## src/sv/stks_ram.sv

```systemverilog
// generic single-clock ram with registered read
module stks_ram #(
  parameter int WIDTH = 8,
  parameter int DEPTH = 16
) (
  input  logic                     clk,
  input  logic                     wr_en,
  input  logic [$clog2(DEPTH)-1:0] wr_addr,
  input  logic [WIDTH-1:0]         wr_data,
  input  logic                     rd_en,
  input  logic [$clog2(DEPTH)-1:0] rd_addr,
  output logic [WIDTH-1:0]         rd_data
);

  logic [WIDTH-1:0] mem [DEPTH];

  always_ff @(posedge clk) begin
    if (wr_en) begin
      mem[wr_addr] <= wr_data;
    end
    if (rd_en) begin
      rd_data <= mem[rd_addr];
    end
  end

endmodule

```

## config.mk

```make
export PLATFORM = sky130hd
export DESIGN_NAME = stks_ram
export DESIGN_NICKNAME = d
export VERILOG_FILES = /design/src/sv/stks_ram.sv
export SDC_FILE = /design/constraint.sdc
export NUM_CORES = 1
export LEC_CHECK = 0
export BUFFER_PORTS_ARGS = -buffer_cell sky130_fd_sc_hd__buf_2
export CAP_MARGIN = 20
export CORE_MARGIN = 2
export CORE_UTILIZATION = 58
export CTS_BUF_LIST = sky130_fd_sc_hd__clkbuf_4 sky130_fd_sc_hd__clkbuf_8 sky130_fd_sc_hd__clkbuf_16
export DETAILED_ROUTE_END_ITERATION = 12
export MAX_ROUTING_LAYER = met4
export PLACE_DENSITY_LB_ADDON = 0.25
export SYNTH_ARGS = -nofsm -noshare
export SYNTH_HDL_FRONTEND = slang
export SYNTH_SLANG_ARGS = --single-unit
```

## constraint.sdc

```tcl
create_clock -name clk -period 2.88 [get_ports clk]
set_clock_uncertainty 0.05 [all_clocks]
set_input_delay 0.576 -clock clk [delete_from_list [all_inputs] [get_ports clk]]
set_output_delay 0.576 -clock clk [all_outputs]
set_load 0.02 [all_outputs]
```

Yosys cells after proc, flatten, opt, wreduce, memory -nomap -nowiden --
Memory sizes are Yosys's and may differ from the RTL's. A register that Yosys moved wholly into a read port is not among the register bits. Index checks and enable logic that the tools add are counted. W data, S select, Z words.
Operators by class: mux-type cells 2
Operators by type and width (count):
- $mux W1 | 2
Storage, ports and cells: flip-flop bits (word level) 0, RAM bits 128, input port bits 19, output and inout bits 8, word-level logic and storage cells 3, memories 1
Memory list:
- mem | words 16, width 8, read ports 1, clocked after memory_dff 1, wr ports 1, line 15 | logic [WIDTH-1:0] mem [DEPTH];

Depth between registers and ports, before layout --
Gate-level depths: netlist of run 1.
depth after elaboration 2, mapped depth 5

Least setup slack after synthesis of run 1 --
Ideal clock, no wire load.
path type input to register, from in wr_addr[2], to mem mem[0][0] (enable), setup time 383 ps, data arrival time 1686 ps, data required time 2447 ps, slack 761 ps, stages on the path 2, path through or3b_2 nor3_1
RTL lines:
- start, declared | line 8 | input logic [$clog2(DEPTH)-1:0] wr_addr,
- end, declared | line 15
No word-level cell before the write port.

==> Flow_metrics.wiki, run 1 <==
{| class="wikitable"
! Metric !! Value
|-
| Endpoint class of the critical path || register
|-
| Fin crit period || 1811 ps
|-
| Total DRC errors in the routed layout || 0
|-
| Clock tree from TritonCTS || yes
|-
| Origin of the worst setup path || rd_addr[0]
|-
| Hold Vio Cnt, Final || 0
|-
| Net Count, Synth || 248
|-
| Pwr Density || 776.0 mW/mm^2
|-
| Number of global-route vias before repair || around 2600
|-
| Fill count || approximately 490
|-
| Highest fanout seen on the critical path || 12
|-
| Count of max-cap constraint violations || 0
|-
| Root cell of the clock tree || clkbuf_8
|-
| Proportion of layout cells with a drive suffix above 1 || around 33%
|-
| Number of distinct standard cells referenced by the synthesized netlist || 18
|-
| Area of the die || between 0.009 and 0.01 sq mm
|-
| Result of the run || complete, no violations
|-
| CTS Hold Buffers Added || 0
|-
| Register Area || between 0.004 and 0.005 sq mm
|-
| HPWL after detailed placement || 5884 um
|-
| Total routing resource utilization after global routing || around a quarter
|-
| Die height || about 99 um
|-
| Grt total ovfl || 0
|-
| Fin. max-slew vios || 0
|-
| Transition time of the tightest slew-check pin || roughly 800 ps
|-
| Fraction of the yosys area taken by sequential cells || around 78%
|-
| Wire length per cell after detailed routing || about 25 um
|-
| Via-to-Cell Ratio || 6.291
|-
| Count of nets left with antenna violations after detail routing || 0
|-
| Critical path start-end classification || input port to register
|-
| Rows || 34
|-
| Net count, final || approximately 300
|-
| Required time of the critical path || 3090 ps
|-
| Post-synthesis cell count || about 230
|-
| Share of the cycle needed by the critical path after routing || 62.90%
|-
| Final Setup Violations || 0
|-
| Worst flop-to-flop path startpoint || mem[1][2]$_DFFE_PP_
|-
| Count of instances resized after the clock tree is built || 0
|-
| Reg2Reg Setup Slack || between 1000 and 1500 ps
|-
| HP Start || rd_en
|-
| Clock transition time at the flip-flop clock pins of the worst setup and hold paths || 60 ps
|-
| Diode insertion count for antenna repair || 0
|-
| Post-synthesis instance area || around 0.0052 sq mm
|-
| Total of flip-flops plus latches after synthesis || 136
|-
| Clk_lat worst skew || between 500 and 600 ps
|-
| Pin count of the biggest net entering global routing || 19
|-
| Top Ports || 27
|-
| Post-CTS Setup Bufs || 0
|-
| Detailed-route via count || around 2500
|-
| Area overhead of the layout relative to synthesis || 19.46%
|-
| Total Neg Setup Slack || 0 ps
|-
| Chip width || roughly 99 um
|-
| Antenna violations before repair || 0
|-
| Initial Util || 59.94%
|-
| Final Hold Slack || roughly 380 ps
|-
| Number of levels the H-tree was split into || 4
|-
| Iteration count of the initial detailed-routing pass || 5
|-
| Worst IR Drop VDD || about 0.00039 V
|-
| Placer congestion estimate || between 0.7 and 0.8
|-
| Largest buffer count on any clock path || 2
|-
| Core area || between 0.008 and 0.009 sq mm
|-
| Violation count after the first detailed-routing iteration || 255
|-
| Area occupied by multi-input gates || approximately 0.0011 sq mm
|-
| Number of warnings reported in the yosys synthesis log || 0
|-
| Worst Path Arrival || 2020 ps
|-
| Global-route wire length before repair || ~16000 um
|-
| Slew Limit Headroom || between 40% and 50%
|-
| Number of input and output port buffers inserted || 26
|-
| Leakage power of the design || roughly 2.1 nW
|-
| Hold/Removal Path Class || input port to register
|-
| Startpoint type of the worst setup path || input port
|-
| Number of clock sinks || approximately 140
|-
| Average cell area after synthesis || ~23 sq um
|-
| Overall routed net length || 10290 um
|-
| Number of buffers created by CTS || 17
|-
| F_max || around 0.55 GHz
|-
| Unrepaired setup endpoints after global routing || no
|}
routing by layer:
metal	up-vias	GRT usage (%)	routed length [um]
met4	0	8.746	176
met5	-	-	0
li1	1089	-	-
met2	133	34.98	5025
met1	1309	34.29	4217
met3	17	6.809	872
cell usage after synthesis:
library cell     number  area [sq um]
edfxtp_1            136          4084
mux4_2               18         405.4
a22oi_1              16         120.1
mux4_1               14         367.9
nor2_1               13         48.80
nand2_1               9         33.78
nor3_1                4         20.02
buf_2                 3         15.01
buf_6                 3         33.78
clkdlybuf4s25_2       3         30.03
nand2b_1              2         12.51
nand3b_1              2         15.01
and2_1                1         6.260
and2b_1               1         7.510
buf_4                 1         7.510
nand3_1               1         5.000
nor2b_1               1         6.260
or3b_2                1         8.760
critical path: stages:
cell and delay, ps:
buf_2 290, buf_12 210, mux4_1 570, a22oi_1 290
nand2_1 80
path summary, 6_finish.rpt:
kind | endpoint | cells past startpoint
hold / removal | rd_data[0]$_DFFE_PP_ | 1
setup reg to reg | rd_data[2]$_DFFE_PP_ | 3
hold reg to reg | rd_data[4]$_DFFE_PP_ | 3
setup / recovery | rd_data[5]$_DFFE_PP_ | 5
cell type report:
| cell class | count | area share (%) |
|---|---|---|
| timing repair buffer | 46 | 4.889 |
| sequential | 136 | 65.40 |
| tap | 108 | 2.164 |
| multi-input combinational | 83 | 16.93 |
| clock buffer | 17 | 6.632 |
| clock inverter | 15 | 3.987 |
report_power, final:
part	total [W]	leakage [nW]	switching (W)	internal (W)
Clock	0.00239	0.318	0.000804	0.00158
Combinational	0.000214	0.588	0.000126	0.0000880
Sequential	0.00224	1.24	0.0000133	0.00223
Total	0.00485	2.14	0.000943	0.00390
kinds of logic (layout without fill, tap and decap cells):
family	Yosys count	after routing	share of synthesized area, %
flip-flops	136	136	78.12
AO/OA/AOI/OAI	16	16	2.298
AND/OR/NAND/NOR	35	35	3.136
buffers and inverters	10	78	1.651
multiplexers	32	32	14.79
registers in the layout, indices dropped and copies added (netlist names):
name and cells:
rd_data 8, mem 128
metrics by stage:
stage / instances / utilization [%] / setup slack, ps / area, sq um / total power [W]
CTS: 405 / 71.61 / 1081 / 6245 / 0.004877
finish: 405 / 71.61 / 1069 / 6245 / 0.004846
global route: 405 / 71.61 / 1016 / 6245 / 0.004991
global placement: 373 / 64.00 / 534.3 / 5582 / 0.002490
floorplan: 229 / - / 761.1 / 5228 / 0.002405
detailed placement: 373 / 64.00 / 533.0 / 5582 / 0.002496
cells in the final DEF (no fill, tap or decap):
cell type,synthesis,layout
clkbuf_16,0,16
edfxtp_1,136,136
nand2_1,9,9
mux4_1,14,14
clkinv_4,0,4
clkinv_2,0,2
buf_2,3,26
nand3b_1,2,2
inv_6,0,1
nor2b_1,1,1
nor2_1,13,13
clkbuf_8,0,1
a22oi_1,16,16
bufinv_16,0,6
and2b_1,1,1
nand3_1,1,1
and2_1,1,1
buf_12,0,2
clkinvlp_4,0,2
or3b_2,1,1
nand2b_1,2,2
buf_4,1,18
nor3_1,4,4
mux4_2,18,18
Power figures use the tool's default switching activity.
==> run 2, diff against run 1 <==
--- a/config.mk
+++ b/config.mk
@@ -8,7 +8,7 @@
 export BUFFER_PORTS_ARGS = -buffer_cell sky130_fd_sc_hd__buf_2
 export CAP_MARGIN = 20
 export CORE_MARGIN = 2
-export CORE_UTILIZATION = 58
+export CORE_UTILIZATION = 54
 export CTS_BUF_LIST = sky130_fd_sc_hd__clkbuf_4 sky130_fd_sc_hd__clkbuf_8 sky130_fd_sc_hd__clkbuf_16
 export DETAILED_ROUTE_END_ITERATION = 12
 export MAX_ROUTING_LAYER = met4
==> constraint.sdc (replaced) <==
create_clock -name clk -period 1.6 [get_ports clk]
set_clock_uncertainty 0.05 [all_clocks]
set_input_delay 0.32 -clock clk [delete_from_list [all_inputs] [get_ports clk]]
set_output_delay 0.32 -clock clk [all_outputs]
set_load 0.02 [all_outputs]
==> run 2 against run 1 <==
  * The run now ends with negative setup slack left
  * Routed wire length down 2.8%
  * Flip-flop and latch count unchanged
  * Global-route usage is 2.1 points lower
  * Die area increased by 7.1%
  * Cell count rose by 6.9%
  * Worst setup slack got worse by 1100 ps
  * Register-to-register slack lost 1300 ps
  * Sequential power grew 80%
  * Hold slack worse by 250 ps
  * Critical path type is now register to register
  * Critical endpoint is now rd_data[3]$_DFFE_PP_
  * Largest power group is now registers
==> Flow_metrics.wiki, run 2 (same netlist as run 1, synthesis figures left out) <==
{| class="wikitable"
! Metric !! Value
|-
| Result of the run || finished, violations left
|-
| Failing checks || negative setup slack
|-
| Required time of the critical path || 1800 ps (-1290 ps)
|-
| Largest buffer count on any clock path || 2 (unchanged)
|-
| Slew Limit Headroom || 46.68% (-0.11 points)
|-
| Overall routed net length || 10000 um (-2.8%)
|-
| Core utilization of the finished layout || 66.41% (-5.2 points)
|-
| Fin crit period || 1632 ps
|-
| Final Setup Violations || 1 (+1)
|-
| Violation count after the first detailed-routing iteration || 212 (-17%)
|-
| Highest fanout seen on the critical path || 1 (-11)
|-
| Iteration count of the initial detailed-routing pass || 5 (unchanged)
|-
| Total placed instance area || 0.005664 sq mm (+1.5%)
|-
| Final Hold Slack || 130.3 ps (-251.5 ps)
|-
| Final standard cell area without fillers || 0.006195 sq mm (-0.80%)
|-
| Transition time of the tightest slew-check pin || 798.2 ps (+1.633 ps)
|-
| Antenna violations before repair || 0 (unchanged)
|-
| Net count, final || 310 (+2.3%)
|-
| Pin count of the biggest net entering global routing || 20 (+1)
|-
| Number of levels the H-tree was split into || 4 (unchanged)
|-
| Clk_lat worst skew || 510 ps (about the same)
|-
| Number of global-route vias before repair || 2590 (-0.19%)
|-
| Top Registers || mem (128), rd_data (8)
|-
| Initial Util || 56.04% (-3.9 points)
|-
| Hold Vio Cnt, Final || 0 (unchanged)
|-
| Leakage power of the design || 2.084 nW (-2.7%)
|-
| Setup WS post-layout || -32.43 ps (-1101 ps)
|-
| Via-to-Cell Ratio || 5.866 (-6.8%)
|-
| Worst IR Drop VDD || 0.0006693 V (+73%)
|-
| Number of clock sinks || 136 (unchanged)
|-
| Proportion of layout cells with a drive suffix above 1 || 36.84% (+4.2 points)
|-
| HPWL after detailed placement || 6117 um (+3.9%)
|-
| Die height || 102.4 um (+3.5%)
|-
| Final cell count without fillers || 433 (+6.9%)
|-
| Fin. max-slew vios || 0 (unchanged)
|-
| Core area || 0.009328 sq mm (+7.0%)
|-
| Number of buffers created by CTS || 17 (unchanged)
|-
| Critical path start-end classification || register to register
|-
| Worst Setup Slack post-DPL || -371.0 ps (-904.0 ps)
|-
| Placer congestion estimate || 0.7267 (+0.43%)
|-
| CTS Hold Buffers Added || 0 (unchanged)
|-
| Most flop-heavy register || mem
|-
| Unrepaired setup endpoints after global routing || no
|-
| Flip-flop count of the largest register, all copies and words added || 128 (unchanged)
|-
| Diode insertion count for antenna repair || 0 (unchanged)
|-
| Root cell of the clock tree || clkbuf_8
|-
| Commonest non-fill, non-tap cell in the layout || edfxtp_1
|-
| Global-route wire length before repair || 15280 um (-3.9%)
|-
| Pwr Density || 1264 mW/mm^2 (+63%)
|-
| Count of nets left with antenna violations after detail routing || 0 (unchanged)
|-
| Clock transition time at the flip-flop clock pins of the worst setup and hold paths || 60 ps (about the same)
|-
| Share of the cycle needed by the critical path after routing || 102.0%
|-
| Detailed-route via count || 2540 (-0.31%)
|-
| Chip width || 102.4 um (+3.5%)
|-
| Count of max-cap constraint violations || 0 (unchanged)
|-
| Post-placement cell count || 401 (+7.5%)
|-
| Startpoint type of the worst setup path || register
|-
| Grt total ovfl || 0 (unchanged)
|-
| Top Ports || 27 (unchanged)
|-
| Area overhead of the layout relative to synthesis || 18.50%
|-
| Wire length per cell after detailed routing || 23.09 um (-9.1%)
|-
| Area of the die || 0.01048 sq mm (+7.1%)
|-
| F_max || just over 0.6 GHz
|-
| Endpoint class of the critical path || register
|-
| Hold/Removal Path Class || input port to register
|-
| Clock tree from TritonCTS || yes
|-
| Total DRC errors in the routed layout || 0 (unchanged)
|-
| Total routing resource utilization after global routing || 22.23% (-2.1 points)
|-
| Worst Path Arrival || 1830 ps (-190 ps)
|-
| Highest-count cells in the layout ignoring fill and taps || edfxtp_1 (136), buf_2 (26), mux4_2 (25)
|-
| Rows || 35 (+2.9%)
|-
| Number of input and output port buffers inserted || 26 (unchanged)
|}
==> run 2: cell types whose count changed in the layout (fill, tap and decap cells not counted), moves of 2 or more <==
cell,change
buf_12,+2
buf_4,+5
clkinvlp_4,+3
mux4_2,+7
mux4_1,-7
bufinv_16,-6
==> run 2: worst paths after layout <==
kind	from	end	slack (ps)	cells past startpoint
worst max-delay path	mem[3][3]$_DFFE_PP_	rd_data[3]$_DFFE_PP_	-30	3
worst min-delay path	rd_en	rd_data[5]$_DFFE_PP_	130	1
worst max register to register	mem[3][3]$_DFFE_PP_	rd_data[3]$_DFFE_PP_	-30	3
worst min register to register	mem[13][4]$_DFFE_PP_	rd_data[4]$_DFFE_PP_	700	3
==> run 2: worst max-delay path, cell delays in order, from the launching register on <==
cell and delay, ps:
edfxtp_1 380, mux4_2 490, a22oi_1 310, nand2_1 140
==> run 2: per-layer routing <==
layer / up-vias / global-route usage, % / wire [um] / share of wire (%)
met2: 124 / 33.91 / 4948 / 49
li1: 1098 / - / - / -
met4: 0 / 7.692 / 136 / 1.4
met1: 1307 / 29.10 / 4257 / 43
met3: 11 / 6.566 / 658 / 6.6
met5: - / - / 0 / 0
==> run 2: power breakdown <==
| group | switching (W) | total [W] | internal, W |
|---|---|---|---|
| Combinational | 0.000231 | 0.000410 | 0.000179 |
| Clock | 0.00146 | 0.00338 | 0.00192 |
| Sequential | 0.0000215 | 0.00404 | 0.00401 |
==> run 2: final cells by class <==
type | instances | area, sq um
well taps | 129 | 161.4
fillers | 587 | 3133
repair buffers | 53 | 382.9
clock inverters | 14 | 103.9
flip-flops and latches | 136 | 4084
clock buffers | 18 | 421.7
multi-input cells | 83 | 1041
==> run 2: per-stage QoR <==
stage	setup TNS, ps	total power [W]
2_1_floorplan	-1141	0.004337
3_3_place_gp	-2169	0.004509
3_5_place_dp	-2782	0.004523
4_1_cts	0	0.007884
5_1_grt	0	0.008067
6_report	-32.43	0.007827
==> run 2: what timing repair did <==
action	in CTS	in global routing
setup endpoints to repair	0	1
resized for setup	0	1
setup buffers	0	0
