$ cat src/sv/stks_pkg.sv
// shared constants and types for the sorted table key search
package stks_pkg;

  localparam int TABLE_DEPTH = 1024;
  localparam int IDX_W       = 10;
  localparam int CNT_W       = IDX_W + 1;
  localparam int KEY_W       = 31;
  localparam int PAY_W       = 32;
  localparam int OP_W        = 2;
  localparam int ENT_W       = KEY_W + PAY_W;

  localparam logic [OP_W-1:0] OP_LOAD = 2'd0;
  localparam logic [OP_W-1:0] OP_SEQ  = 2'd1;
  localparam logic [OP_W-1:0] OP_BIN  = 2'd2;

  typedef enum logic [1:0] {
    ST_IDLE,
    ST_PROBE,
    ST_CMP,
    ST_DONE
  } state_t;

  // one access to the table memory
  typedef struct packed {
    logic             rd_en;
    logic             wr_en;
    logic [IDX_W-1:0] addr;
    logic [ENT_W-1:0] wdata;
  } mem_req_t;

endpackage

$ cat src/sv/stks_in_if.sv
// request channel carrying loads and searches
interface stks_in_if;
  import stks_pkg::*;

  logic             valid;
  logic             ready;
  logic [OP_W-1:0]  opcode;
  logic [IDX_W-1:0] entry_index;
  logic [KEY_W-1:0] entry_key;
  logic [PAY_W-1:0] entry_payload;

  modport source (output valid, opcode, entry_index, entry_key, entry_payload,
                  input ready);
  modport sink (input valid, opcode, entry_index, entry_key, entry_payload,
                output ready);
endinterface

$ cat src/sv/stks_out_if.sv
// result channel carrying search answers
interface stks_out_if;
  import stks_pkg::*;

  logic             valid;
  logic             ready;
  logic             found;
  logic [IDX_W-1:0] match_position;
  logic [PAY_W-1:0] match_payload;
  logic [CNT_W-1:0] compare_count;

  modport source (output valid, found, match_position, match_payload, compare_count,
                  input ready);
  modport sink (input valid, found, match_position, match_payload, compare_count,
                output ready);
endinterface

$ cat src/sv/stks_ctrl.sv
// search sequencer: accepts requests, walks the table memory, holds the result
module stks_ctrl (
  input  logic                    clk,
  input  logic                    rst_n,
  input  logic [stks_pkg::CNT_W-1:0] live_n,
  stks_in_if.sink                 in_req,
  stks_out_if.source              out_res,
  output stks_pkg::mem_req_t      mem_req,
  input  logic [stks_pkg::ENT_W-1:0] mem_rdata
);
  import stks_pkg::*;

  state_t           state_r, state_nxt;
  logic [KEY_W-1:0] key_r, key_nxt;
  logic             bin_r, bin_nxt;
  logic [CNT_W-1:0] n_r, n_nxt;
  logic [CNT_W-1:0] lo_r, lo_nxt;
  logic [CNT_W-1:0] hi_r, hi_nxt;     // exclusive upper bound
  logic [IDX_W-1:0] pos_r, pos_nxt;
  logic [CNT_W-1:0] cnt_r, cnt_nxt;
  logic             hit_r, hit_nxt;
  logic [PAY_W-1:0] pay_r, pay_nxt;
  logic             out_valid_r, out_valid_nxt;
  logic             out_found_r;
  logic [IDX_W-1:0] out_pos_r;
  logic [PAY_W-1:0] out_pay_r;
  logic [CNT_W-1:0] out_cnt_r;

  logic             accept;
  logic             is_search;
  logic             out_free;
  logic [CNT_W:0]   mid_sum;
  logic [IDX_W-1:0] mid;
  logic [KEY_W-1:0] probe_key;
  logic [PAY_W-1:0] probe_pay;
  logic             probe_hit;
  logic             probe_less;
  logic [CNT_W-1:0] cnt_inc;
  logic [CNT_W-1:0] mid_up;
  logic             seq_last;
  logic             bin_empty;

  assign accept     = in_req.valid && in_req.ready;
  assign is_search  = (in_req.opcode == OP_SEQ) || (in_req.opcode == OP_BIN);
  assign out_free   = !out_valid_r || out_res.ready;
  assign mid_sum    = {1'b0, lo_r} + {1'b0, hi_r} - (CNT_W + 1)'(1);
  assign mid        = mid_sum[IDX_W:1];
  assign probe_key  = mem_rdata[ENT_W-1:PAY_W];
  assign probe_pay  = mem_rdata[PAY_W-1:0];
  assign probe_hit  = (probe_key == key_r);
  assign probe_less = (probe_key < key_r);
  assign cnt_inc    = cnt_r + CNT_W'(1);
  assign mid_up     = {1'b0, pos_r} + CNT_W'(1);
  assign seq_last   = (cnt_inc == n_r);
  // range left after this probe is empty
  assign bin_empty  = probe_less ? (mid_up >= hi_r) : (lo_r >= {1'b0, pos_r});

  // next state
  always_comb begin
    state_nxt = state_r;
    case (state_r)
      ST_IDLE: begin
        if (accept && is_search) begin
          state_nxt = (live_n == '0) ? ST_DONE : ST_PROBE;
        end
      end
      ST_PROBE: state_nxt = ST_CMP;
      ST_CMP: begin
        if (probe_hit) begin
          state_nxt = ST_DONE;
        end else if (bin_r) begin
          state_nxt = bin_empty ? ST_DONE : ST_PROBE;
        end else if (seq_last) begin
          state_nxt = ST_DONE;
        end
      end
      ST_DONE: begin
        if (out_free) begin
          state_nxt = ST_IDLE;
        end
      end
      default: state_nxt = ST_IDLE;
    endcase
  end

  // handshake and memory access
  always_comb begin
    in_req.ready  = 1'b0;
    mem_req       = '0;
    mem_req.wdata = {in_req.entry_key, in_req.entry_payload};
    case (state_r)
      ST_IDLE: begin
        // ready is always high here, so valid alone marks an accepted load
        in_req.ready  = 1'b1;
        mem_req.addr  = in_req.entry_index;
        mem_req.wr_en = in_req.valid && (in_req.opcode == OP_LOAD) &&
                        (32'(in_req.entry_index) < TABLE_DEPTH);
      end
      ST_PROBE: begin
        mem_req.rd_en = 1'b1;
        mem_req.addr  = bin_r ? mid : pos_r;
      end
      ST_CMP: begin
        // sequential scan streams the next entry while this one is compared
        mem_req.rd_en = !bin_r;
        mem_req.addr  = mid_up[IDX_W-1:0];
      end
      default: ;
    endcase
  end

  // datapath
  always_comb begin
    key_nxt       = key_r;
    bin_nxt       = bin_r;
    n_nxt         = n_r;
    lo_nxt        = lo_r;
    hi_nxt        = hi_r;
    pos_nxt       = pos_r;
    cnt_nxt       = cnt_r;
    hit_nxt       = hit_r;
    pay_nxt       = pay_r;
    out_valid_nxt = out_valid_r && !out_res.ready;
    case (state_r)
      ST_IDLE: begin
        if (accept && is_search) begin
          key_nxt = in_req.entry_key;
          bin_nxt = (in_req.opcode == OP_BIN);
          n_nxt   = live_n;
          lo_nxt  = '0;
          hi_nxt  = live_n;
          pos_nxt = '0;
          cnt_nxt = '0;
          hit_nxt = 1'b0;
          pay_nxt = '0;
        end
      end
      ST_PROBE: begin
        if (bin_r) begin
          pos_nxt = mid;
        end
      end
      ST_CMP: begin
        cnt_nxt = cnt_inc;
        if (probe_hit) begin
          hit_nxt = 1'b1;
          pay_nxt = probe_pay;
        end else if (bin_r) begin
          if (probe_less) begin
            lo_nxt = mid_up;
          end else begin
            hi_nxt = {1'b0, pos_r};
          end
        end else if (!seq_last) begin
          pos_nxt = mid_up[IDX_W-1:0];
        end
      end
      ST_DONE: begin
        if (out_free) begin
          out_valid_nxt = 1'b1;
        end
      end
      default: ;
    endcase
  end

  always_ff @(posedge clk) begin
    if (!rst_n) begin
      state_r     <= ST_IDLE;
      out_valid_r <= 1'b0;
    end else begin
      state_r     <= state_nxt;
      out_valid_r <= out_valid_nxt;
    end
  end

  always_ff @(posedge clk) begin
    key_r <= key_nxt;
    bin_r <= bin_nxt;
    n_r   <= n_nxt;
    lo_r  <= lo_nxt;
    hi_r  <= hi_nxt;
    pos_r <= pos_nxt;
    cnt_r <= cnt_nxt;
    hit_r <= hit_nxt;
    pay_r <= pay_nxt;
    if (state_r == ST_DONE && out_free) begin
      out_found_r <= hit_r;
      out_pos_r   <= hit_r ? pos_r : '0;
      out_pay_r   <= hit_r ? pay_r : '0;
      out_cnt_r   <= cnt_r;
    end
  end

  assign out_res.valid          = out_valid_r;
  assign out_res.found          = out_found_r;
  assign out_res.match_position = out_pos_r;
  assign out_res.match_payload  = out_pay_r;
  assign out_res.compare_count  = out_cnt_r;

endmodule
$ cat src/flat_wrapper.sv
// flat-port wrapper written by rule: the top's interface ports become plain ports
module stks_ctrl_flat import stks_pkg::*;
  (clk, rst_n, live_n, mem_req, mem_rdata, in_req_valid, in_req_opcode, in_req_entry_index, in_req_entry_key, in_req_entry_payload, in_req_ready, out_res_valid, out_res_found, out_res_match_position, out_res_match_payload, out_res_compare_count, out_res_ready);
  stks_in_if in_req_i ();
  stks_out_if out_res_i ();
  input  logic clk;
  input  logic rst_n;
  input  logic [stks_pkg::CNT_W-1:0] live_n;
  output stks_pkg::mem_req_t mem_req;
  input  logic [stks_pkg::ENT_W-1:0] mem_rdata;
  input wire logic [$bits(in_req_i.valid)-1:0] in_req_valid;
  input wire logic [$bits(in_req_i.opcode)-1:0] in_req_opcode;
  input wire logic [$bits(in_req_i.entry_index)-1:0] in_req_entry_index;
  input wire logic [$bits(in_req_i.entry_key)-1:0] in_req_entry_key;
  input wire logic [$bits(in_req_i.entry_payload)-1:0] in_req_entry_payload;
  output wire logic [$bits(in_req_i.ready)-1:0] in_req_ready;
  output wire logic [$bits(out_res_i.valid)-1:0] out_res_valid;
  output wire logic [$bits(out_res_i.found)-1:0] out_res_found;
  output wire logic [$bits(out_res_i.match_position)-1:0] out_res_match_position;
  output wire logic [$bits(out_res_i.match_payload)-1:0] out_res_match_payload;
  output wire logic [$bits(out_res_i.compare_count)-1:0] out_res_compare_count;
  input wire logic [$bits(out_res_i.ready)-1:0] out_res_ready;
  assign in_req_i.valid = in_req_valid;
  assign in_req_i.opcode = in_req_opcode;
  assign in_req_i.entry_index = in_req_entry_index;
  assign in_req_i.entry_key = in_req_entry_key;
  assign in_req_i.entry_payload = in_req_entry_payload;
  assign in_req_ready = in_req_i.ready;
  assign out_res_valid = out_res_i.valid;
  assign out_res_found = out_res_i.found;
  assign out_res_match_position = out_res_i.match_position;
  assign out_res_match_payload = out_res_i.match_payload;
  assign out_res_compare_count = out_res_i.compare_count;
  assign out_res_i.ready = out_res_ready;
  stks_ctrl u_core (.clk(clk), .rst_n(rst_n), .live_n(live_n), .in_req(in_req_i), .out_res(out_res_i), .mem_req(mem_req), .mem_rdata(mem_rdata));
endmodule
$ cat config.mk
export PLATFORM = sky130hd
export DESIGN_NAME = stks_ctrl_flat
export DESIGN_NICKNAME = d
export VERILOG_FILES = /design/src/sv/stks_pkg.sv /design/src/sv/stks_in_if.sv /design/src/sv/stks_out_if.sv /design/src/sv/stks_ctrl.sv /design/src/flat_wrapper.sv
export SDC_FILE = /design/constraint.sdc
export NUM_CORES = 1
export LEC_CHECK = 0
export BUFFER_PORTS_ARGS = -buffer_cell sky130_fd_sc_hd__buf_2
export CORE_ASPECT_RATIO = 2
export CORE_MARGIN = 2
export CORE_UTILIZATION = 57
export CTS_CLUSTER_SIZE = 28
export DETAILED_ROUTE_END_ITERATION = 10
export HOLD_SLACK_MARGIN = 0.12
export PLACE_DENSITY = 0.92
export SLEW_MARGIN = 20
export SYNTH_ARGS = -nofsm -noshare
export SYNTH_HDL_FRONTEND = slang
export SYNTH_SLANG_ARGS = --single-unit
$ cat constraint.sdc
create_clock -name clk -period 10.7 [get_ports clk]
set_clock_uncertainty 0.1 [all_clocks]
set_input_delay 0.535 -clock clk [delete_from_list [all_inputs] [get_ports clk]]
set_output_delay 0.535 -clock clk [all_outputs]
set_load 0.05 [all_outputs]
### Word level (Yosys, flattened, before mapping)

Cells that the tools add are included.
Widths: inputs -> output; s select.

| cells by class | value |
|---|---|
| add/subtract/negate cells | 4 |
| $lt $le $gt $ge | 3 |
| equal/unequal tests | 17 |
| mux-type cells | 38 |
| reduce and logical (&&, ||, !) cells | 22 |

Operators by type and width:

| cell | count |
|---|---|
| $mux 11 | 8 |
| $pmux 11 s2 | 3 |
| $mux 32 | 2 |
| $pmux 32 s2 | 1 |
| $pmux 10 s3 | 2 |
| $mux 10 | 5 |
| $eq 31x31->1 | 1 |
| $lt 31x31->1 | 1 |
| $reduce_and 5->1 | 3 |
| $mux 2 | 7 |
| $add 10x1->11 const B | 1 |
| $add 11x1->11 const B | 1 |
| $add 11x11->11 | 1 |
| $eq 11x11->1 | 1 |
| $ge 11x10->1 | 1 |
| $ge 11x11->1 | 1 |
| $logic_not 11->1 | 1 |
| $sub 11x1->11 const B | 1 |
| $ne 2x1->1 const B | 5 |
| $ne 2x2->1 const B | 4 |
| $pmux 2 s4 | 1 |
| $mux 1 | 7 |
| $eq 2x2->1 const B | 3 |
| $reduce_and 3->1 | 2 |
| other kinds (10) | 21 |

| word-level totals | value |
|---|---|
| register bits | 176 |
| logic and storage cells | 99 |

### Longest topological paths before layout

Gate-level depths: netlist of the first run.

| depth | value |
|---|---|
| depth after elaboration | 7 |
| depth in mapped cells | 13 |
| gate-level depth less buffers | 13 |

### Worst setup path after synthesis of the first run

OpenSTA, ideal clock, no wires.

| timing | value |
|---|---|
| path kind | reg2reg |
| start point | register u_core.state_r[0] |
| end point | register u_core.hit_r (enable) |
| setup time | 0.434 ns |
| arrival time | 4.248 ns |
| data required time | 10.166 ns |
| path slack | 5.918 ns |
| cell stages (with the launch flop) | 7 |
| path buffers | 1 |
| clock period less this slack | 4.782 ns |
| cell sequence | dfxtp_1 -> inv_1 -> ha_1 -> clkbuf_1 -> and3_1 -> nor2_1 -> a21oi_1 |

| between the ends | value |
|---|---|
| longest elaborated chain between the ends | 6 |

Ends and longest elaborated chain:

| item | line | source |
|---|---|---|
| start: declaration | stks_ctrl.sv:13 | `state_t state_r, state_nxt;` |
| start signal: assignment | stks_ctrl.sv:172 | `state_r <= state_nxt;` |
| $logic_not 2->1 | stks_ctrl.sv:91 | `case (state_r)` |
| $mux 1 | stks_ctrl.sv:91 |  |
| named net in_req_ready | flat_wrapper.sv:16 | `output wire logic [$bits(in_req_i.ready)-1:0] in_req_ready;` |
| $logic_and 1x1->1 | stks_ctrl.sv:43 | `assign accept = in_req.valid && in_req.ready;` |
| $logic_and 1x1->1 | stks_ctrl.sv:126 | `if (accept && is_search) begin` |
| $ne 2x1->1 (no source line) | n/a |  |
| $reduce_and 3->1 (no source line) | n/a |  |
| end signal: assignment | stks_ctrl.sv:185 | `hit_r <= hit_nxt;` |
| end: declaration | stks_ctrl.sv:21 | `logic hit_r, hit_nxt;` |

The timed path passes the listed nets, and every way through them passes these cells.
A chain may end at the register's enable or synchronous reset.

==> results of run 1 <==
how the worst max path moves through the flow:
stage	from	end	slack (ns)
after detailed placement	u_core.state_r[0]	u_core.pay_r[19]	7.03
after floorplan	u_core.state_r[0]	u_core.hit_r	5.92
after global routing	u_core.lo_r[2]	mem_req[70]	6.59
after CTS	u_core.lo_r[2]	mem_req[70]	6.80
after global placement	mem_rdata[34]	u_core.lo_r[0]	7.20
final	u_core.lo_r[2]	mem_req[70]	6.80
report_power, final:
part	total [mW]	internal, mW	leakage [nW]	switching, mW
clock network	0.603	0.313	0.285	0.290
registers	1.09	0.976	1.65	0.111
logic	1.12	0.390	2.84	0.732
total	2.81	1.68	4.77	1.13
synth_stat cells, drive strengths merged, types with 8 or more instances:
cell | n | area share [%]
buf | 66 | 5.1
xnor2 | 22 | 2.0
ha | 78 | 10
edfxtp | 173 | 54
and3 | 8 | 0.54
nor2 | 38 | 1.5
and2 | 85 | 5.5
o21ai | 19 | 0.99
clkbuf | 18 | 0.70
nor3 | 10 | 0.52
a21oi | 43 | 2.3
nor2b | 14 | 0.91
nand3 | 18 | 0.99
inv | 89 | 3.5
mux2 | 12 | 1.4
nand2 | 32 | 1.3
critical path, stage by stage (launching register included):
cell and delay (ns):
sky130_fd_sc_hd__edfxtp_1 0.40, sky130_fd_sc_hd__inv_1 0.07, sky130_fd_sc_hd__ha_1 0.22, sky130_fd_sc_hd__inv_1 0.11, sky130_fd_sc_hd__ha_1 0.24, sky130_fd_sc_hd__a21o_1 0.15, sky130_fd_sc_hd__a21o_1 0.20, sky130_fd_sc_hd__a211oi_1 0.38
sky130_fd_sc_hd__o21bai_1 0.13, sky130_fd_sc_hd__a21oi_1 0.19, sky130_fd_sc_hd__and3_1 0.18, sky130_fd_sc_hd__o31ai_1 0.09, sky130_fd_sc_hd__a31oi_1 0.18, sky130_fd_sc_hd__buf_2 0.29
layout make-up:
type / instances / area [sq um]
tap: 207 / 259
multi-input combinational: 466 / 3460
clock buffer: 17 / 425
clock inverter: 15 / 161
inverter: 89 / 334
timing repair buffer: 221 / 1110
fill: 1202 / 5590
sequential: 176 / 5260
registers in the layout, summed over array words and instances (netlist names):
signal	flops
u_core.state_r	2
u_core.n_r	11
u_core.pay_r	32
u_core.out_res.match_payload	32
u_core.hit_r	1
u_core.lo_r	11
u_core.out_res.found	1
u_core.out_res.compare_count	11
u_core.pos_r	10
u_core.bin_r	1
u_core.key_r	31
u_core.out_res.match_position	10
u_core.cnt_r	11
u_core.out_res.valid	1
u_core.hi_r	11
cell families after synthesis:
kind of cell,after synthesis
flip-flops,176
AND/OR/NAND/NOR,232
buffers and inverters,173
AO/OA/AOI/OAI,109
XOR/XNOR,30
adder cells (fa/ha/maj),79
multiplexers,16
per-stage QoR:
stage | std cells | hold slack, ns
6_report | 1191 | 0.193
3_5_place_dp | 1159 | 0.404
3_3_place_gp | 1159 | 0.396
4_1_cts | 1191 | 0.175
5_1_grt | 1191 | 0.182
2_1_floorplan | 815 | 0.328
layer usage:
layer  GRT usage (%)  part of all wire (%)  vias to the layer above
li1                -                     -                     3113
met1            28.4                    39                     3092
met2            38.8                    51                      296
met3            4.23                   6.9                       40
met4            8.96                   2.7                        0
met5               0                     0                        -
==> summary.md, run 1 <==
- 15100 um — detailed-placement wirelength estimate
- 0 — antenna violations before repair
- 17 — total CTS buffers
- 95.7 um — DIE WIDTH
- 5 — count of TritonRoute iterations in the first routing pass
- 0.08 ns — clk slew on worst S/H paths
- sky130_fd_sc_hd__buf_2 — most common library cell in the layout ignoring fill and taps
- 256 nW/um^2 — cell area power density
- 0 — final hold violation count
- output pin — Worst Setup End Kind
- 176 — total of flip-flops plus latches after synthesis
- 67 — Site Rows
- 36.5% — final period utilization
- 0.867 — final estimated routing congestion in global placement
- 0 — number of pins with negative max-slew slack in the final report
- 16.7 um — routed length per instance
- 13.3% — fraction of the mapped netlist area in simple logic gates
- 10.4% — area share of fa/ha/maj cells after synthesis
- 9590 sq um — mapped cell area
- 28.4% — layout cells sized above 1
- 0 — maxcap violations
- 10400 sq um — Area after DPL
- 54.8% — part of the Yosys area used for sequential elements
- 815 — Post-Syn Instances
- register — Critical Path Source Type
- u_core.state_r[0] — origin of the critical flop-to-flop path
- 1047 — net count after synthesis
- 176 — Clock Sink Count
- 31800 um — global-route wire length before repair
- 0% — share of async-settable or async-resettable flops after synthesis
- 1 — Worst Hold Path Cells
- 0.315 mV — worst voltage drop across the vdd grid
- 3.27 ns — CP arrival
- 0 — total congestion overflow after global routing
- 0 — count of antenna-violating nets left after detailed routing
- 2.81 mW — total power after layout
- 57.8% — effective utilization at floorplan
- 66.3% — core utilization of the finished layout
- completed — outcome
- 14.8% — synthesis-to-layout area growth
- 0.43 ns — clock latency on the worst-skew pair
- simple AND/OR/NAND/NOR gates — combinational family with the most area after synthesis
- 7.03 ns — minimum setup slack after placement
- 3.03% — synthesized-area fraction occupied by xor and xnor cells
- 11.8 sq um — Avg Synthesized Cell Area
- 1.07 ns — Worst Tran Pin Value
- 1203 — total number of nets in the final design
- 19900 um — wirelength, routed
- 2 — CTS max path bufs
- yes — CTS tree
- 173 — number of synthesized flops with an enable pin
- 4.77 nW — Pleak
- in_req_entry_key[29] — launch point of the worst hold path
- 17900 sq um — DIE AREA
- 0 — ant diodes
- u_core.key_r[29] — Min-Delay Endpoint
- 219 x sky130_fd_sc_hd__buf_2, 173 x sky130_fd_sc_hd__edfxtp_1, 89 x sky130_fd_sc_hd__inv_1 — leading cell types in the layout, fill and taps excluded
- 16600 sq um — Placeable Area
- 0 — residual DRC count
- 4 — number of levels the H-tree was split into
- 0 ns — setup tns final
- 284 — total I/O pin count
- 0 — final setup fails
- 3.90 ns — minimum period implied by the final worst setup slack
- 62 — pin count of the biggest net entering global routing
- 219 — count of port buffers added during placement
- 5.49 — drt via density
- input pin to register — Hold/Removal Path Class
- false — setup repair after global routing missed its margin
- 5 — path depth of the worst reg2reg path
- 55 — Synth cell types
- 0 — YS warnings
- u_core.pay_r[25] — reg2reg end
- 6.80 ns — setup ws final
- 11000 sq um — post-route design area
- 7.30% — fraction of the mapped netlist area in compound gates
- 22.9% — GRT Overall Usage
- 3 — Worst Path Max Fanout
- 6660 — vias in the first global route
- 6541 — total number of vias
- sky130_fd_sc_hd__clkbuf_16 — clock root buffer
- 0 — number of hold-repair buffers added at the cts stage
- 28.2% — worst-case headroom to the max-slew limit
- sky130_fd_sc_hd__edfxtp_1 — most used flip-flop cell after synthesis
- 256 MHz — upper clock frequency limit
- 1.83% — proportion of synthesized area in mux cells
- 187 um — vertical die dimension
- 6.99 ns — slack of the worst reg-to-reg path
- 447 — number of DRC violations after detailed-routing iteration 0
- 0 — quantity of gates resized following cts
- 0 — post-CTS setup-driven buffer insertion count
- register to output pin — critical path class
- 10.07 ns — critical path data required time
Note: power is estimated with default switching activity, not from simulation.
==> inputs of run 2 (changes only) <==
--- a/config.mk
+++ b/config.mk
@@ -8,11 +8,11 @@
 export BUFFER_PORTS_ARGS = -buffer_cell sky130_fd_sc_hd__buf_2
 export CORE_ASPECT_RATIO = 2
 export CORE_MARGIN = 2
-export CORE_UTILIZATION = 57
+export CORE_UTILIZATION = 47
 export CTS_CLUSTER_SIZE = 28
 export DETAILED_ROUTE_END_ITERATION = 10
 export HOLD_SLACK_MARGIN = 0.12
-export PLACE_DENSITY = 0.92
+export PLACE_DENSITY = 0.82
 export SLEW_MARGIN = 20
 export SYNTH_ARGS = -nofsm -noshare
 export SYNTH_HDL_FRONTEND = slang
==> constraint.sdc (replaced) <==
create_clock -name clk -period 3.13 [get_ports clk]
set_clock_uncertainty 0.1 [all_clocks]
set_input_delay 0.1565 -clock clk [delete_from_list [all_inputs] [get_ports clk]]
set_output_delay 0.1565 -clock clk [all_outputs]
set_load 0.05 [all_outputs]
==> run 2 against run 1 <==
Power grew to 3.8 times the previous value. First-iteration DRC count is 13% lower. Hold slack gained 0.020 ns. Register-to-register slack lost 6.8 ns. Core utilization down 4.5 points. The run now ends with setup timing left. Sequential share of layout area down 5.0 points. Flip-flop and latch count did not move. Design area rose by 12%. Via count increased by 7.6%. Count of clock-buffer cells in the layout did not move. Wire length up 21%.
==> summary.md, run 2 (synthesis gave the netlist of run 1 again) <==
- 19900 sq um — Placeable Area, +20%
- u_core.pos_r[7] — reg2reg end
- u_core.lo_r[2] — Setup crit start
- 55 — pin count of the biggest net entering global routing, -11%
- 3590 sq um — combined area of the multi-input logic cells, +3.8%
- 109% — final period utilization
- 0 — maxcap violations, unchanged
- 0.45 ns — clock latency on the worst-skew pair, +0.02 ns
- 219 — count of port buffers added during placement, unchanged
- 17 — total CTS buffers, unchanged
- 1311 — total number of nets in the final design, +9.0%
- 0 — number of pins with negative max-slew slack in the final report, unchanged
- 176 — Clock Sink Count, unchanged
- 4 — count of TritonRoute iterations in the first routing pass, -1
- mem_req[70] — Setup crit end
- input pin to output pin — Hold/Removal Path Class
- 3.41 ns — minimum period implied by the final worst setup slack
- 24100 um — wirelength, routed, +21%
- 0.06 ns — clk slew on worst S/H paths, -0.02 ns
- 0 — final hold violation count, unchanged
- 13 — path depth of the worst reg2reg path, +8
- 5.27 nW — Pleak, +11%
- 7605 — vias in the first global route, +14%
- true — setup repair after global routing missed its margin
- 28.3% — synthesis-to-layout area growth
- 5260 sq um — Storage cell area, unchanged
- register to output pin — critical path class
- 60.2% — worst-case headroom to the max-slew limit, +32 points
- 0.596 ns — Worst Tran Pin Value, -0.479 ns
- 0 — count of antenna-violating nets left after detailed routing, unchanged
- 212 x sky130_fd_sc_hd__buf_2, 173 x sky130_fd_sc_hd__edfxtp_1, 85 x sky130_fd_sc_hd__and2_1 — leading cell types in the layout, fill and taps excluded
- 61.8% — core utilization of the finished layout, -4.5 points
- u_core.lo_r[2] — origin of the critical flop-to-flop path
- setup timing — violated checks
- sky130_fd_sc_hd__clkbuf_16 — clock root buffer
- 861 nW/um^2 — cell area power density, +240%
- 21600 sq um — DIE AREA, +21%
- 30.9% — layout cells sized above 1, +2.5 points
- 0.576 mV — worst voltage drop across the vdd grid, +83%
- 73 — Site Rows, +9.0%
- 284 — total I/O pin count, unchanged
- 0.213 ns — minimum hold slack, +0.0197 ns
- 5.20 — drt via density, -5.3%
- 1545 — filler instances, +29%
- 22.5% — GRT Overall Usage, -0.36 points
- 0 — total congestion overflow after global routing, unchanged
- 206 um — vertical die dimension, +9.9%
- 4 — number of levels the H-tree was split into, unchanged
- 0 — antenna violations before repair, unchanged
- yes — CTS tree
- -0.277 ns — setup ws final, -7.08 ns
- 390 — number of DRC violations after detailed-routing iteration 0, -13%
- 3 — Worst Path Max Fanout, unchanged
- register — Critical Path Source Type
- 0 — residual DRC count, unchanged
- 7041 — total number of vias, +7.6%
- 0.23 ns — slack of the worst reg-to-reg path, -6.76 ns
- 48.1% — effective utilization at floorplan, -9.6 points
- 0 — Worst Hold Path Cells, -1
- 2 — CTS max path bufs, unchanged
- 37300 um — global-route wire length before repair, +17%
- 0 — ant diodes, unchanged
- 6 — final setup fails, +6
- sky130_fd_sc_hd__buf_2 — most common library cell in the layout ignoring fill and taps
- complete, but fails checks — outcome
- 2.87 ns — critical path data required time, -7.20 ns
- 17.8 um — routed length per instance, +6.2%
- 3.15 ns — CP arrival, -0.12 ns
- 16700 um — detailed-placement wirelength estimate, +10%
- 1354 — Non-Filler Instances, +14%
- 294 MHz — upper clock frequency limit
- 0.900 — final estimated routing congestion in global placement, +3.8%
- output pin — Worst Setup End Kind
- 105 um — DIE WIDTH, +9.7%
- -0.0411 ns — minimum setup slack after placement, -7.07 ns
- 1233 — placed cells, +6.4%
run 2: cell types whose count changed in the layout (fill, tap and decap cells not counted), sizes merged:
cell	previous run	this run
clkinvlp	1	4
buf	221	249
dlygate4sd3	0	79
clkinv	5	1
bufinv	0	1
clkbuf	17	18
run 2: area by class of cell:
| type | instances | area share, % |
|---|---|---|
| clock buffer | 17 | 3.46 |
| clock inverter | 15 | 1.34 |
| inverter | 89 | 2.76 |
| multi-input combinational | 466 | 29.2 |
| sequential | 176 | 42.7 |
| tap | 262 | 2.66 |
| timing repair buffer | 329 | 17.9 |
run 2: through the flow:
step	setup TNS (ns)	total power, mW	cell area [sq um]
after floorplan	0	6.71	9620
after global placement	0	7.77	10700
after detailed placement	-0.0553	7.95	10700
after CTS	-0.750	10.4	12200
after global routing	-1.86	11.2	12300
final	-1.10	10.6	12300
run 2: worst min-delay path by stage:
stage	startpoint	to	slack (ns)
2_1_floorplan	in_req_entry_key[0]	u_core.key_r[0]	0.16
3_3_place_gp	in_req_entry_payload[17]	mem_req[17]	0.21
3_5_place_dp	in_req_entry_payload[17]	mem_req[17]	0.21
4_1_cts	in_req_entry_payload[17]	mem_req[17]	0.21
5_1_grt	in_req_entry_payload[15]	mem_req[15]	0.21
6_report	in_req_entry_payload[15]	mem_req[15]	0.21
run 2: per-layer routing:
metal  up-vias  wire length [um]  part of all wire (%)  track usage [%]
met4         0              1260                   5.2             13.9
met5         -                 0                     0                0
met3        85              1180                   4.9             4.82
met2       267             13600                    56             43.8
met1      3365              8080                    34             20.8
li1       3324                 -                     -                -
run 2: timing repair:
action,in CTS,in global routing
pin swaps,16,18
hold buffers,79,0
endpoints found under the setup margin,7,19
resized for setup,22,24
hold endpoints to repair,89,0
setup buffers,6,4
run 2: worst max-delay path: stages (launching register included):
cell and delay, ns:
sky130_fd_sc_hd__edfxtp_1 0.41, sky130_fd_sc_hd__inv_2 0.09, sky130_fd_sc_hd__ha_4 0.20, sky130_fd_sc_hd__inv_4 0.06
sky130_fd_sc_hd__ha_4 0.19, sky130_fd_sc_hd__a21o_1 0.18, sky130_fd_sc_hd__a21o_1 0.19, sky130_fd_sc_hd__a211oi_2 0.25
sky130_fd_sc_hd__buf_4 0.17, sky130_fd_sc_hd__o21bai_1 0.08, sky130_fd_sc_hd__a21oi_2 0.19, sky130_fd_sc_hd__nor3_2 0.06
sky130_fd_sc_hd__o31ai_2 0.34, sky130_fd_sc_hd__a31oi_2 0.14, sky130_fd_sc_hd__buf_6 0.17
run 2: power breakdown:
part / switching, mW / internal [mW] / leakage (nW) / total (mW)
Sequential: 0.260 / 3.32 / 1.65 / 3.58
Clock: 1.01 / 1.14 / 0.278 / 2.15
Combinational: 3.03 / 1.83 / 3.35 / 4.87
Total: 4.30 / 6.29 / 5.27 / 10.6
==> inputs of run 3 (changes only) <==
--- a/config.mk
+++ b/config.mk
@@ -5,14 +5,14 @@
 export SDC_FILE = /design/constraint.sdc
 export NUM_CORES = 1
 export LEC_CHECK = 0
-export BUFFER_PORTS_ARGS = -buffer_cell sky130_fd_sc_hd__buf_2
 export CORE_ASPECT_RATIO = 2
 export CORE_MARGIN = 2
-export CORE_UTILIZATION = 47
+export CORE_UTILIZATION = 58
 export CTS_CLUSTER_SIZE = 28
 export DETAILED_ROUTE_END_ITERATION = 10
+export DONT_BUFFER_PORTS = 1
 export HOLD_SLACK_MARGIN = 0.12
-export PLACE_DENSITY = 0.82
+export PLACE_DENSITY = 0.81
 export SLEW_MARGIN = 20
 export SYNTH_ARGS = -nofsm -noshare
 export SYNTH_HDL_FRONTEND = slang
==> run 3 against run 2 <==
The flow still finishes with violations (setup timing). Critical endpoint unchanged. Critical path depth is 1 lower. Global-route usage rose by 4.4 points. Flip-flop and latch count is the same. Die area decreased by 18%. Worst setup slack better by 0.0060 ns. Wire length fell by 3.3%. Sequential share of layout area grew 3.8 points. Maximum frequency grew 0.18%. Combinational power is 5.5% lower. Register-to-register slack got worse by 0.12 ns. Non-clock buffer count shrank 198. Cell count is 19% lower.
==> summary.md, run 3 (synthesis gave the netlist of run 1 again) <==
- 1099 — Non-Filler Instances, -19%
- 7 — final setup fails, +1
- 16200 sq um — Placeable Area, -19%
- 0.935 — final estimated routing congestion in global placement, +3.9%
- 16500 um — detailed-placement wirelength estimate, -1.1%
- 4.14 mW — net switching component of the power, -3.8%
- 0.781 mV — worst voltage drop across the vdd grid, +36%
- 5260 sq um — Storage cell area, unchanged
- 4 — number of levels the H-tree was split into, unchanged
- 3620 sq um — combined area of the multi-input logic cells, +0.73%
- 1139 — filler instances, -26%
- 0.0882 ns — minimum setup slack after placement, +0.129 ns
- 6318 — total number of vias, -10%
- 3.40 ns — minimum period implied by the final worst setup slack, -0.00605 ns
- 0 — count of port buffers added during placement, -100%
- 43.5% — combinational share of power, -2.4 points
- 39.1% — Sw Share, -1.5 points
- 186 um — vertical die dimension, -9.8%
- 5 — count of TritonRoute iterations in the first routing pass, +1
- -0.876 ns — setup tns final, +0.223 ns
- 17.9% — synthesis-to-layout area growth
- 294 MHz — upper clock frequency limit, +0.18%
- 3.14 ns — CP arrival, about the same
- 5.75% — global-route met3 utilization, +0.92 points
- input pin to output pin — Hold/Removal Path Class
- 1113 — total number of nets in the final design, -15%
- 59.2% — effective utilization at floorplan, +11 points
- -0.271 ns — setup ws final, +0.00605 ns
- 0.42 ns — clock latency on the worst-skew pair, -0.03 ns
- 6.44 mW — cell internal power dissipation, +2.3%
- 0 — final hold violation count, unchanged
- sky130_fd_sc_hd__edfxtp_1 — most common library cell in the layout ignoring fill and taps
- 94.9 um — DIE WIDTH, -9.6%
- 0 — antenna violations before repair, unchanged
- 0.07 ns — clk slew on worst S/H paths, about the same
- 5.75 — drt via density, +11%
- 284 — total I/O pin count, unchanged
- 51.4% — worst-case headroom to the max-slew limit, -8.8 points
- 23300 um — wirelength, routed, -3.3%
- 298 — number of DRC violations after detailed-routing iteration 0, -24%
- register to output pin — critical path class
- 17600 sq um — DIE AREA, -18%
- 35.8% — Seq pwr share, +2.0 points
- complete, but fails checks — outcome
- true — setup repair after global routing missed its margin
- 15.3% — layout cells sized above 1, -16 points
- 0 — residual DRC count, unchanged
- 4.51 nW — Pleak, -14%
- 26.9% — GRT Overall Usage, +4.4 points
- 173 x sky130_fd_sc_hd__edfxtp_1, 85 x sky130_fd_sc_hd__and2_1, 84 x sky130_fd_sc_hd__inv_1 — leading cell types in the layout, fill and taps excluded
- 0 — number of pins with negative max-slew slack in the final report, unchanged
- sky130_fd_sc_hd__clkbuf_16 — clock root buffer
- output pin — Worst Setup End Kind
- 0.11 ns — slack of the worst reg-to-reg path, -0.12 ns
- 35100 um — global-route wire length before repair, -5.9%
- 10.6 mW — total power after layout, -0.19%
- 51.2% — met2 layer usage reported by global route, +7.3 points
- 0 — total congestion overflow after global routing, unchanged
- 109% — final period utilization, -0.19 points
- 26.3% — routing usage on met1, +5.5 points
- 6674 — vias in the first global route, -12%
- 0.213 ns — minimum hold slack, -0.00000500 ns
- 69.8% — core utilization of the finished layout, +8.1 points
- 176 — Clock Sink Count, unchanged
- 17 — total CTS buffers, unchanged
- 0 — maxcap violations, unchanged
- 2.87 ns — critical path data required time, about the same
- 20.7% — power share of the clock group, +0.5 points
- 0.729 ns — Worst Tran Pin Value, +0.133 ns
- 935 nW/um^2 — cell area power density, +8.6%
- 970 — placed cells, -21%
- setup timing — violated checks
- 66 — Site Rows, -9.6%
- 21.2 um — routed length per instance, +19%
- 2 — Worst Path Max Fanout, -1
- yes — CTS tree
- 61 — pin count of the biggest net entering global routing, +11%
- register — Critical Path Source Type
- 0 — count of antenna-violating nets left after detailed routing, unchanged
- 11300 sq um — post-route design area, -8.1%
- 2 — CTS max path bufs, unchanged
- met2 — global-route layer with the greatest usage
- 9610 sq um — Area after DPL, -10%
[run 3: cell types whose count changed in the layout (fill, tap and decap cells not counted), sizes merged]
cell | previous run | this run
clkinvlp | 4 | 1
inv | 98 | 94
clkbuf | 18 | 19
buf | 249 | 52
bufinv | 1 | 3
diode | 0 | 1
clkinv | 1 | 4
[run 3: worst paths after layout]
check | from | to | depth (start not counted)
setup reg to reg | u_core.cnt_r[1] | u_core.pos_r[4] | 8
hold reg to reg | u_core.cnt_r[10] | u_core.out_res.compare_count[10] | 0
setup / recovery | u_core.hi_r[1] | mem_req[70] | 13
hold / removal | in_req_entry_payload[20] | mem_req[20] | 0
[run 3: area by class of cell]
cell class | instances | area share (%)
sequential | 176 | 46.5
antenna | 1 | 0.0221
clock buffer | 19 | 3.83
timing repair buffer | 131 | 10.9
multi-input combinational | 466 | 32.0
tap | 204 | 2.26
clock inverter | 13 | 1.55
inverter | 89 | 2.98
[run 3: layer usage]
layer  routed length (um)  vias to the layer above
met3                 1210                       59
li1                     -                     2928
met2                13400                      285
met5                    0                        -
met4                  912                        0
met1                 7770                     3046
[run 3: critical path, cell delays in order (launching register included)]
cell and delay, ns:
sky130_fd_sc_hd__edfxtp_1 0.37, sky130_fd_sc_hd__inv_1 0.13, sky130_fd_sc_hd__ha_4 0.14, sky130_fd_sc_hd__inv_1 0.08, sky130_fd_sc_hd__ha_4 0.24, sky130_fd_sc_hd__a21o_1 0.17
sky130_fd_sc_hd__a21o_1 0.20, sky130_fd_sc_hd__a211oi_2 0.32, sky130_fd_sc_hd__o21bai_1 0.16, sky130_fd_sc_hd__a21oi_2 0.19, sky130_fd_sc_hd__nor3_2 0.06, sky130_fd_sc_hd__o31ai_2 0.32
sky130_fd_sc_hd__a31oi_2 0.16, sky130_fd_sc_hd__buf_12 0.17
[run 3: repair_timing]
action | 4_1_cts | 5_1_grt
endpoints found under the setup margin | 6 | 17
buffers inserted | 22 | 7
hold buffers | 79 | 0
pin swaps | 18 | 24
endpoints found under the hold margin | 89 | 0
resized for setup | 19 | 20
[run 3: power groups by stage]
stage	Clock (mW)	Combinational [mW]	Sequential, mW
after floorplan	0	2.95	3.76
after global placement	0	3.87	3.81
after detailed placement	0	3.95	3.84
after CTS	2.22	4.28	3.80
after global routing	2.30	4.98	3.84
final	2.19	4.60	3.78
